--- config.mk ---
export PLATFORM = sky130hd
export DESIGN_NAME = decimal_text_to_fixed_point_top
export DESIGN_NICKNAME = d
export VERILOG_FILES = /design/src/rtl/dtfp_pkg.sv /design/src/rtl/dtfp_front.sv /design/src/rtl/dtfp_queue.sv /design/src/rtl/dtfp_back.sv /design/src/rtl/decimal_text_to_fixed_point_top.sv
export VERILOG_INCLUDE_DIRS = /design/src /design/src/rtl
export SDC_FILE = /design/constraint.sdc
export NUM_CORES = 2
export LEC_CHECK = 0
export ABC_AREA = 0
export BUFFER_PORTS_ARGS = -buffer_cell sky130_fd_sc_hd__buf_4
export CORE_MARGIN = 3
export CORE_UTILIZATION = 45
export CTS_CLUSTER_DIAMETER = 50
export DETAILED_ROUTE_END_ITERATION = 10
export SKIP_CTS_REPAIR_TIMING = 1
export SLEW_MARGIN = 20
export SYNTH_ARGS = -nofsm -noshare
export SYNTH_HDL_FRONTEND = slang
export SYNTH_HIERARCHICAL = 1
export SYNTH_SLANG_ARGS = --single-unit
--- constraint.sdc ---
create_clock -name clk_i -period 8.2 [get_ports clk_i]
set_input_delay 1.23 -clock clk_i [delete_from_list [all_inputs] [get_ports clk_i]]
set_output_delay 1.23 -clock clk_i [all_outputs]
set_load 0.02 [all_outputs]
--- src/rtl/decimal_text_to_fixed_point_top_defines.svh ---
// Assertion macros for the decimal text to fixed-point parser.
// Used by decimal_text_to_fixed_point_top; needs clk_i and rst_ni in scope.
`ifndef DECIMAL_TEXT_TO_FIXED_POINT_TOP_DEFINES_SVH
`define DECIMAL_TEXT_TO_FIXED_POINT_TOP_DEFINES_SVH

// Same-cycle implication, checked outside reset.
`define DTFP_ASSERT_NOW(label, ante, cons, msg) \
  label: assert property (@(posedge clk_i) disable iff (!rst_ni) (ante) |-> (cons)) \
    else $error(msg);

// Next-cycle implication, checked outside reset.
`define DTFP_ASSERT_NEXT(label, ante, cons, msg) \
  label: assert property (@(posedge clk_i) disable iff (!rst_ni) (ante) |=> (cons)) \
    else $error(msg);

`endif

--- src/rtl/dtfp_pkg.sv ---
// Types and character codes for the decimal parser.
// No dependencies.
`default_nettype none

package dtfp_pkg;

  localparam int FD_W = 4;

  localparam logic [FD_W-1:0] FRAC_DIGITS_RST = 4'd2;

  localparam logic [7:0] CHAR_0     = 8'h30;
  localparam logic [7:0] CHAR_9     = 8'h39;
  localparam logic [7:0] CHAR_POINT = 8'h2E;
  localparam logic [7:0] CHAR_MINUS = 8'h2D;
  localparam logic [7:0] CHAR_PLUS  = 8'h2B;

  typedef struct packed {
    logic            negative;
    logic            bad;
    logic [FD_W-1:0] kept;
    logic [FD_W-1:0] places;
  } job_ctrl_t;

  typedef enum logic [1:0] {
    BK_IDLE,
    BK_DIV,
    BK_PAD,
    BK_DONE
  } back_state_e;

endpackage

`default_nettype wire

--- src/rtl/dtfp_front.sv ---
// Front end: classifies characters, accumulates the magnitude, hands a job
// per number to the queue. Depends on dtfp_pkg.
`default_nettype none

module dtfp_front #(
  parameter int VALUE_BITS      = 32,
  parameter int MAX_FRAC_DIGITS = 9
) (
  input  logic                        clk_i,
  input  logic                        rst_ni,
  input  logic                        valid_i,
  output logic                        ready_o,
  input  logic [7:0]                  char_i,
  input  logic                        last_i,
  input  logic                        cfg_we_i,
  input  logic [dtfp_pkg::FD_W-1:0]   cfg_wdata_i,
  input  logic                        q_full_i,
  output logic                        push_o,
  output dtfp_pkg::job_ctrl_t         job_ctrl_o,
  output logic [VALUE_BITS-1:0]       job_accum_o
);
  import dtfp_pkg::*;

  localparam logic [VALUE_BITS-1:0] MagLimit = {1'b1, {(VALUE_BITS-1){1'b0}}};

  logic [FD_W-1:0]       fd_q;
  logic [VALUE_BITS-1:0] accum_q, accum_d;
  logic                  negative_q, negative_d;
  logic                  first_q, first_d;
  logic                  in_frac_q, in_frac_d;
  logic [FD_W-1:0]       kept_q, kept_d;
  logic                  bad_q, bad_d;

  logic [FD_W-1:0]       places;
  logic [VALUE_BITS+3:0] prod;
  logic                  ovf;
  logic                  accept;

  assign ready_o = !q_full_i;
  assign accept  = valid_i && ready_o;

  always_comb begin
    if (int'(fd_q) > MAX_FRAC_DIGITS) begin
      places = FD_W'(MAX_FRAC_DIGITS);
    end else begin
      places = fd_q;
    end
  end

  assign prod = {1'b0, accum_q, 3'b000} + {3'b000, accum_q, 1'b0}
              + {{VALUE_BITS{1'b0}}, 4'(char_i - CHAR_0)};
  assign ovf  = prod > {4'b0000, MagLimit};

  always_comb begin
    accum_d    = accum_q;
    negative_d = negative_q;
    in_frac_d  = in_frac_q;
    kept_d     = kept_q;
    bad_d      = bad_q;
    first_d    = 1'b0;
    if (char_i >= CHAR_0 && char_i <= CHAR_9) begin
      if (!in_frac_q || kept_q < places) begin
        if (ovf) begin
          bad_d = 1'b1;
        end else begin
          accum_d = prod[VALUE_BITS-1:0];
        end
        if (in_frac_q) begin
          kept_d = kept_q + 1'b1;
        end
      end
    end else if (char_i == CHAR_POINT) begin
      if (in_frac_q) begin
        bad_d = 1'b1;
      end
      in_frac_d = 1'b1;
    end else if ((char_i == CHAR_MINUS || char_i == CHAR_PLUS) && first_q) begin
      negative_d = (char_i == CHAR_MINUS);
    end else begin
      bad_d = 1'b1;
    end
  end

  assign push_o              = accept && last_i;
  assign job_accum_o         = accum_d;
  assign job_ctrl_o.negative = negative_d;
  assign job_ctrl_o.bad      = bad_d;
  assign job_ctrl_o.kept     = kept_d;
  assign job_ctrl_o.places   = places;

  always_ff @(posedge clk_i or negedge rst_ni) begin
    if (!rst_ni) begin
      fd_q       <= FRAC_DIGITS_RST;
      accum_q    <= '0;
      negative_q <= 1'b0;
      first_q    <= 1'b1;
      in_frac_q  <= 1'b0;
      kept_q     <= '0;
      bad_q      <= 1'b0;
    end else begin
      if (cfg_we_i) begin
        fd_q <= cfg_wdata_i;
      end
      if (accept) begin
        if (last_i) begin
          accum_q    <= '0;
          negative_q <= 1'b0;
          first_q    <= 1'b1;
          in_frac_q  <= 1'b0;
          kept_q     <= '0;
          bad_q      <= 1'b0;
        end else begin
          accum_q    <= accum_d;
          negative_q <= negative_d;
          first_q    <= first_d;
          in_frac_q  <= in_frac_d;
          kept_q     <= kept_d;
          bad_q      <= bad_d;
        end
      end
    end
  end

endmodule

`default_nettype wire

--- src/rtl/dtfp_queue.sv ---
// Two-entry job queue between front and back end.
// Depends on nothing but its width parameter.
`default_nettype none

module dtfp_queue #(
  parameter int DATA_W = 42
) (
  input  logic              clk_i,
  input  logic              rst_ni,
  input  logic              push_i,
  input  logic [DATA_W-1:0] wdata_i,
  input  logic              pop_i,
  output logic              valid_o,
  output logic              full_o,
  output logic [DATA_W-1:0] rdata_o
);

  logic [DATA_W-1:0] mem_q [2];
  logic              wr_ptr_q, rd_ptr_q;
  logic [1:0]        count_q;

  assign valid_o = count_q != 2'd0;
  assign full_o  = count_q == 2'd2;
  assign rdata_o = mem_q[rd_ptr_q];

  always_ff @(posedge clk_i) begin
    if (push_i) begin
      mem_q[wr_ptr_q] <= wdata_i;
    end
  end

  always_ff @(posedge clk_i or negedge rst_ni) begin
    if (!rst_ni) begin
      wr_ptr_q <= 1'b0;
      rd_ptr_q <= 1'b0;
      count_q  <= 2'd0;
    end else begin
      if (push_i) begin
        wr_ptr_q <= !wr_ptr_q;
      end
      if (pop_i) begin
        rd_ptr_q <= !rd_ptr_q;
      end
      case ({push_i, pop_i})
        2'b10:   count_q <= count_q + 2'd1;
        2'b01:   count_q <= count_q - 2'd1;
        default: count_q <= count_q;
      endcase
    end
  end

endmodule

`default_nettype wire

--- src/rtl/dtfp_back.sv ---
// Back end: rescales to the requested places (zero padding with overflow
// check, or division by ten per dropped place), applies sign, holds the result.
// Depends on dtfp_pkg.
`default_nettype none

module dtfp_back #(
  parameter int VALUE_BITS = 32
) (
  input  logic                  clk_i,
  input  logic                  rst_ni,
  input  logic                  q_valid_i,
  output logic                  pop_o,
  input  dtfp_pkg::job_ctrl_t   job_ctrl_i,
  input  logic [VALUE_BITS-1:0] job_accum_i,
  output logic                  valid_o,
  input  logic                  ready_i,
  output logic [VALUE_BITS-1:0] value_o,
  output logic                  ok_o
);
  import dtfp_pkg::*;

  localparam int MulW = 2 * VALUE_BITS;
  // reciprocal of ten scaled by 2^(VALUE_BITS+3), rounded up
  localparam logic [VALUE_BITS+3:0] Pow2Shift = {1'b1, {(VALUE_BITS+3){1'b0}}};
  localparam logic [VALUE_BITS+3:0] RecipWide =
    (Pow2Shift + (VALUE_BITS+4)'(9)) / (VALUE_BITS+4)'(10);
  localparam logic [VALUE_BITS-1:0] Recip10  = RecipWide[VALUE_BITS-1:0];
  localparam logic [VALUE_BITS-1:0] MagLimit = {1'b1, {(VALUE_BITS-1){1'b0}}};

  back_state_e           state_q, state_d;
  logic [VALUE_BITS-1:0] acc_q, acc_d;
  logic [FD_W-1:0]       step_cnt_q, step_cnt_d;
  logic                  neg_q, neg_d;
  logic                  bad_q, bad_d;
  logic                  out_valid_q, out_valid_d;
  logic [VALUE_BITS-1:0] value_q, value_d;
  logic                  ok_q, ok_d;

  logic                  out_free;
  logic                  take_job;
  back_state_e           job_state;
  logic [MulW-1:0]       quot_prod;
  logic [VALUE_BITS-1:0] quot;
  logic [VALUE_BITS+3:0] prod;
  logic                  pad_ovf;
  logic                  fin_bad;

  assign out_free = !out_valid_q || ready_i;
  assign take_job = q_valid_i && (state_q == BK_IDLE || (state_q == BK_DONE && out_free));
  assign pop_o    = take_job;

  always_comb begin
    if (job_ctrl_i.bad) begin
      job_state = BK_DONE;
    end else if (job_ctrl_i.kept > job_ctrl_i.places) begin
      job_state = BK_DIV;
    end else if (job_ctrl_i.kept < job_ctrl_i.places) begin
      job_state = BK_PAD;
    end else begin
      job_state = BK_DONE;
    end
  end

  assign quot_prod = MulW'(acc_q) * MulW'(Recip10);
  assign quot      = {3'b000, quot_prod[MulW-1:VALUE_BITS+3]};

  assign prod    = {1'b0, acc_q, 3'b000} + {3'b000, acc_q, 1'b0};
  assign pad_ovf = prod > {4'b0000, MagLimit};

  assign fin_bad = bad_q || (!neg_q && acc_q > MagLimit - 1'b1);

  // next state
  always_comb begin
    state_d = state_q;
    unique case (state_q)
      BK_IDLE: begin
        if (take_job) begin
          state_d = job_state;
        end
      end
      BK_DIV: begin
        if (step_cnt_q == FD_W'(1)) begin
          state_d = BK_DONE;
        end
      end
      BK_PAD: begin
        if (pad_ovf || step_cnt_q == FD_W'(1)) begin
          state_d = BK_DONE;
        end
      end
      BK_DONE: begin
        if (take_job) begin
          state_d = job_state;
        end else if (out_free) begin
          state_d = BK_IDLE;
        end
      end
      default: state_d = BK_IDLE;
    endcase
  end

  // datapath and output register
  always_comb begin
    acc_d       = acc_q;
    step_cnt_d  = step_cnt_q;
    neg_d       = neg_q;
    bad_d       = bad_q;
    out_valid_d = out_valid_q && !ready_i;
    value_d     = value_q;
    ok_d        = ok_q;
    unique case (state_q)
      BK_DIV: begin
        acc_d      = quot;
        step_cnt_d = step_cnt_q - 1'b1;
      end
      BK_PAD: begin
        if (pad_ovf) begin
          bad_d = 1'b1;
        end else begin
          acc_d      = prod[VALUE_BITS-1:0];
          step_cnt_d = step_cnt_q - 1'b1;
        end
      end
      BK_DONE: begin
        if (out_free) begin
          out_valid_d = 1'b1;
          ok_d        = !fin_bad;
          if (fin_bad) begin
            value_d = '0;
          end else if (neg_q) begin
            value_d = '0 - acc_q;
          end else begin
            value_d = acc_q;
          end
        end
      end
      default: begin
      end
    endcase
    if (take_job) begin
      acc_d = job_accum_i;
      neg_d = job_ctrl_i.negative;
      bad_d = job_ctrl_i.bad;
      if (job_ctrl_i.kept > job_ctrl_i.places) begin
        step_cnt_d = job_ctrl_i.kept - job_ctrl_i.places;
      end else begin
        step_cnt_d = job_ctrl_i.places - job_ctrl_i.kept;
      end
    end
  end

  always_ff @(posedge clk_i) begin
    acc_q      <= acc_d;
    step_cnt_q <= step_cnt_d;
    neg_q      <= neg_d;
    bad_q      <= bad_d;
    value_q    <= value_d;
    ok_q       <= ok_d;
  end

  always_ff @(posedge clk_i or negedge rst_ni) begin
    if (!rst_ni) begin
      state_q     <= BK_IDLE;
      out_valid_q <= 1'b0;
    end else begin
      state_q     <= state_d;
      out_valid_q <= out_valid_d;
    end
  end

  assign valid_o = out_valid_q;
  assign value_o = value_q;
  assign ok_o    = ok_q;

endmodule

`default_nettype wire

--- src/rtl/decimal_text_to_fixed_point_top.sv ---
// Decimal text to fixed-point parser, top level. One character request per cycle
// while the job queue has room. The last character queues a job; the back end then
// pads one zero per missing decimal place, or divides by ten once per dropped place
// when frac_digits was lowered mid-number, then registers the result. A new number
// is taken only once the last is done. Async active-low reset; frac_digits resets to 2.
// Depends on dtfp_pkg, dtfp_front, dtfp_queue, dtfp_back and the defines header.
`default_nettype none
`include "decimal_text_to_fixed_point_top_defines.svh"

module decimal_text_to_fixed_point_top #(
  parameter int VALUE_BITS      = 32,
  parameter int MAX_FRAC_DIGITS = 9
) (
  input  logic                                clk_i,
  input  logic                                rst_ni,
  input  logic                                s_axis_tvalid_i,
  output logic                                s_axis_tready_o,
  input  logic [7:0]                          s_axis_tdata_i,  // [7:0] char_code
  input  logic                                s_axis_tlast_i,
  output logic                                m_axis_tvalid_o,
  input  logic                                m_axis_tready_i,
  output logic [((VALUE_BITS+7)/8)*8-1:0]     m_axis_tdata_o,  // value, zero padded
  output logic [0:0]                          m_axis_tuser_o,  // [0] ok
  input  logic                                cfg_we_i,
  input  logic [dtfp_pkg::FD_W-1:0]           cfg_wdata_i      // frac_digits
);
  import dtfp_pkg::*;

  localparam int TDataW = ((VALUE_BITS + 7) / 8) * 8;
  localparam int CtrlW  = $bits(job_ctrl_t);
  localparam int JobW   = CtrlW + VALUE_BITS;

  logic                  push, pop, q_valid, q_full;
  job_ctrl_t             push_ctrl, pop_ctrl;
  logic [VALUE_BITS-1:0] push_accum, pop_accum;
  logic [JobW-1:0]       q_rdata;
  logic [VALUE_BITS-1:0] value;
  logic                  ok;

  dtfp_front #(
    .VALUE_BITS      (VALUE_BITS),
    .MAX_FRAC_DIGITS (MAX_FRAC_DIGITS)
  ) u_front (
    .clk_i       (clk_i),
    .rst_ni      (rst_ni),
    .valid_i     (s_axis_tvalid_i),
    .ready_o     (s_axis_tready_o),
    .char_i      (s_axis_tdata_i),
    .last_i      (s_axis_tlast_i),
    .cfg_we_i    (cfg_we_i),
    .cfg_wdata_i (cfg_wdata_i),
    .q_full_i    (q_full),
    .push_o      (push),
    .job_ctrl_o  (push_ctrl),
    .job_accum_o (push_accum)
  );

  dtfp_queue #(
    .DATA_W (JobW)
  ) u_queue (
    .clk_i   (clk_i),
    .rst_ni  (rst_ni),
    .push_i  (push),
    .wdata_i ({push_ctrl, push_accum}),
    .pop_i   (pop),
    .valid_o (q_valid),
    .full_o  (q_full),
    .rdata_o (q_rdata)
  );

  assign pop_ctrl  = job_ctrl_t'(q_rdata[JobW-1:VALUE_BITS]);
  assign pop_accum = q_rdata[VALUE_BITS-1:0];

  dtfp_back #(
    .VALUE_BITS (VALUE_BITS)
  ) u_back (
    .clk_i       (clk_i),
    .rst_ni      (rst_ni),
    .q_valid_i   (q_valid),
    .pop_o       (pop),
    .job_ctrl_i  (pop_ctrl),
    .job_accum_i (pop_accum),
    .valid_o     (m_axis_tvalid_o),
    .ready_i     (m_axis_tready_i),
    .value_o     (value),
    .ok_o        (ok)
  );

  assign m_axis_tdata_o = TDataW'(value);
  assign m_axis_tuser_o = ok;

  `DTFP_ASSERT_NOW(a_bad_zero, m_axis_tvalid_o && !ok, value == '0, "invalid result not zero")
  `DTFP_ASSERT_NEXT(a_last_queued, push, q_valid, "number end not queued")

endmodule

`default_nettype wire

==> summary.txt <==
Synthesis
  • Async set-reset flop share out of synthesis: 24.76%
  • Area leader, netlist: fa_1
  • Yosys cell types: between 90 and 100
  • Area share of the largest cell type after synthesis: between 20% and 30%
  • Mapped Avg Cell Area: between 9 and 10 sq um
  • Area contributors post-synth: fa_1 24%, ha_1 19%, edfxtp_1 14%
  • Yosys warns: 6
  • Main synth FF type: edfxtp_1
  • Mapped cell area: 0.03232 sq mm
  • Synth Register Bits: a little over 200
  • Post-synth EDFFs: between 150 and 200
  • Register area share after synthesis: between 10% and 20%
  • Cells after Synth: about 3300
  • Syn_nets: roughly 4200

GRT
  • Largest net degree at the start of global routing: 52
  • Total grt overflow: 0
  • Gr usage total: 27.26%
  • Vias in the first global route: 25264
  • Antenna violations before repair: 1
  • First-pass GRT wire length: ~150000 um

Clocking
  • Clock Path Buffers: 3
  • Root Buffer: clkbuf_16
  • CTS tree: yes
  • Worst-path clk slew: 60 ps
  • Clock latency at the later pin of the worst-skew pair: 570 ps
  • Max H-tree Level: 2
  • Num CTS Buffers: 34
  • Clock Sinks: between 200 and 250

Cells and area
  • Core Util, Final: roughly 50%
  • Most frequent cells in the layout: 647 x inv_1, 483 x ha_1, 391 x fa_1
  • Finished Layout Cells: roughly 4400
  • ANT cells: 0
  • Syn-to-layout area delta: 9.441%
  • Nets: 4307
  • Commonest non-fill, non-tap cell in the layout: inv_1
  • Share of cells above drive strength 1: 9.223%

Place
  • Final HPWL DP: ~86000 um
  • Final GP Congestion: about 0.99
  • PortBufs: 52
  • DP Cell Count: between 4000 and 5000

Detailed routing
  • Final WL: ~100000 um
  • Routed len/inst: approximately 23 um
  • Vias: around 24000
  • Vias per cell: 5.567
  • DRC marker count from the first detailed-route iteration: 1766
  • Post-route ant nets: 0
  • TritonRoute pass-1 iters: 6
  • # DRC: 0

Floorplanning
  • Initial Utilization: between 40% and 50%
  • Site row count: slightly below 100
  • Io pins: 53
  • Die H: roughly 270 um
  • Chip Width: about 270 um
  • Die area: around 0.075 sq mm
  • Core area: around 0.071 sq mm

Timing
  • Worst Tran Pin Value: 1057 ps
  • Fin. Hold Viols: 0
  • Tmin final: around 8000 ps
  • Setup TNS Final: 0 ps
  • RSZ-0062 raised after global routing: false
  • Crit share post-route: between 90% and 100%
  • Pins Over Slew Limit: 0
  • Slew HR: slightly below 30%
  • Setup Skew: 23.27 ps
  • Fmax: between 100 and 150 MHz
  • Final setup fails: 0

Worst setup path
  • Setup crit start kind: flop
  • Critical-path maximum fanout: 5
  • Crit Path Category: reg2reg
  • Critical path data arrival time: ~8300 ps
  • Buf/Inv on CP: 5
  • Setup crit end kind: flop
  • Required time worst endpoint: around 8500 ps
  • Crit-path max cell delay: slightly above 600 ps
  • CP max-delay cell: fa_1
  • Crit-path cells: inv_1, ha_1, inv_1, fa_1, fa_1, fa_1, inv_1, fa_1, fa_1, fa_1, inv_1, fa_1, inv_1, ha_1, a21oi_1, o21ai_0, a31oi_1, o221ai_1, a21oi_1, a21oi_1, o21ai_1, a21oi_2, or3_1, a31oi_1
  • Cell mode on critical path: fa_1
  • Delay-heaviest family, CP: adder cells

Run status
  • Status: complete, no violations

Flow run
  • Number of max-cap violations: 0

Min path
  • Hold WC Path Type: reg2reg
-- kinds of logic (layout without fill, tap and decap cells) --
group / Yosys count / after routing / synth area share [%]
AO/OA/AOI/OAI: 642 / 642 / 13.10
XOR/XNOR: 148 / 148 / 4.010
adder cells (fa/ha/maj): 878 / 878 / 43.07
buffers and inverters: 744 / 862 / 9.042
flip-flops: 206 / 206 / 18.35
multiplexers: 70 / 70 / 2.864
AND/OR/NAND/NOR: 631 / 631 / 9.564
-- metrics by stage --
step,cell area (sq um),worst slack [ps],hold WS [ps]
CTS,35260,0.4503,466.3
global route,35380,6.587,477.5
finish,35380,229.1,466.6
floorplan,32320,815.6,439.4
global placement,34130,3.888,448.8
detailed placement,34130,40.18,451.9
-- synth_stat cells (9+ instances only) --
cell type,number
mux2_2,20
or3_1,19
and2_1,24
o311ai_0,9
ha_1,487
buf_2,13
nand4_1,31
a21oi_1,172
o21bai_1,17
nor3_1,33
nor4_1,14
or2_2,9
mux2_4,39
o21ai_1,27
o211ai_1,53
nor2b_1,25
a21o_1,62
dfrtp_1,49
xor2_1,63
fa_1,391
clkbuf_1,65
xnor2_1,85
edfxtp_1,155
and3_1,27
nand2b_1,21
nand3_1,38
inv_1,650
nor3b_1,9
a211oi_1,16
o311ai_1,11
nor2_1,149
o21ai_0,126
a221o_1,10
nand2_1,197
o21a_1,17
a31oi_1,17
-- cell type report --
type	count	area, sq um
fillers	6679	35260
multi-input cells	2369	23570
flip-flops and latches	206	5934
inverters	652	2447
well taps	940	1176
repair buffers	148	1124
clock buffers	38	865.8
clock inverters	24	264.0
-- state kept, by name, summed over array words and instances (netlist names), 2 cells and up --
register	count
u_front/accum_q	32
u_back/value_o	32
u_front/fd_q	4
u_front/kept_q	4
u_back/state_q	2
u_queue/mem_q	84
u_back/step_cnt_q	4
u_back/acc_q	32
u_queue/count_q	2
-- per-layer routing --
layer	up-vias	routed length, um	GRT usage [%]	share of wire, %
met1	12017	42500	35.46	42
met5	-	13	0	0.013
met2	792	47770	46.12	48
met3	181	5964	4.261	6.0
met4	2	3880	9.598	3.9
li1	11376	-	-	-
-- worst reg2reg max path, delay by kind of cell (launching register included) --
| family | cells | cell delay, ps |
|---|---|---|
| AOI/OAI and AO/OA | 9 | 1830 |
| and+or+nand+nor | 1 | 360 |
| buffers and inverters | 5 | 510 |
| DFF | 1 | 480 |
| adders and majority gates | 9 | 4520 |
-- final timing paths --
path                            cells after the start  slack, ps              from                  to
worst max-delay path                               24        230  u_back/acc_q[17]    u_back/acc_q[13]
worst min-delay path                                2        470   u_front/first_q     u_front/first_q
worst max register to register                     24        230  u_back/acc_q[17]    u_back/acc_q[13]
worst min register to register                      2        470   u_front/first_q     u_front/first_q
max in group asynchronous                           1       6990            rst_ni  u_front/accum_q[4]
min in group asynchronous                           1        690            rst_ni   u_front/kept_q[1]
Power is left out: the tool's default activity adds up to more than one toggle a clock period on the data nets, which glitch-free logic cannot reach.
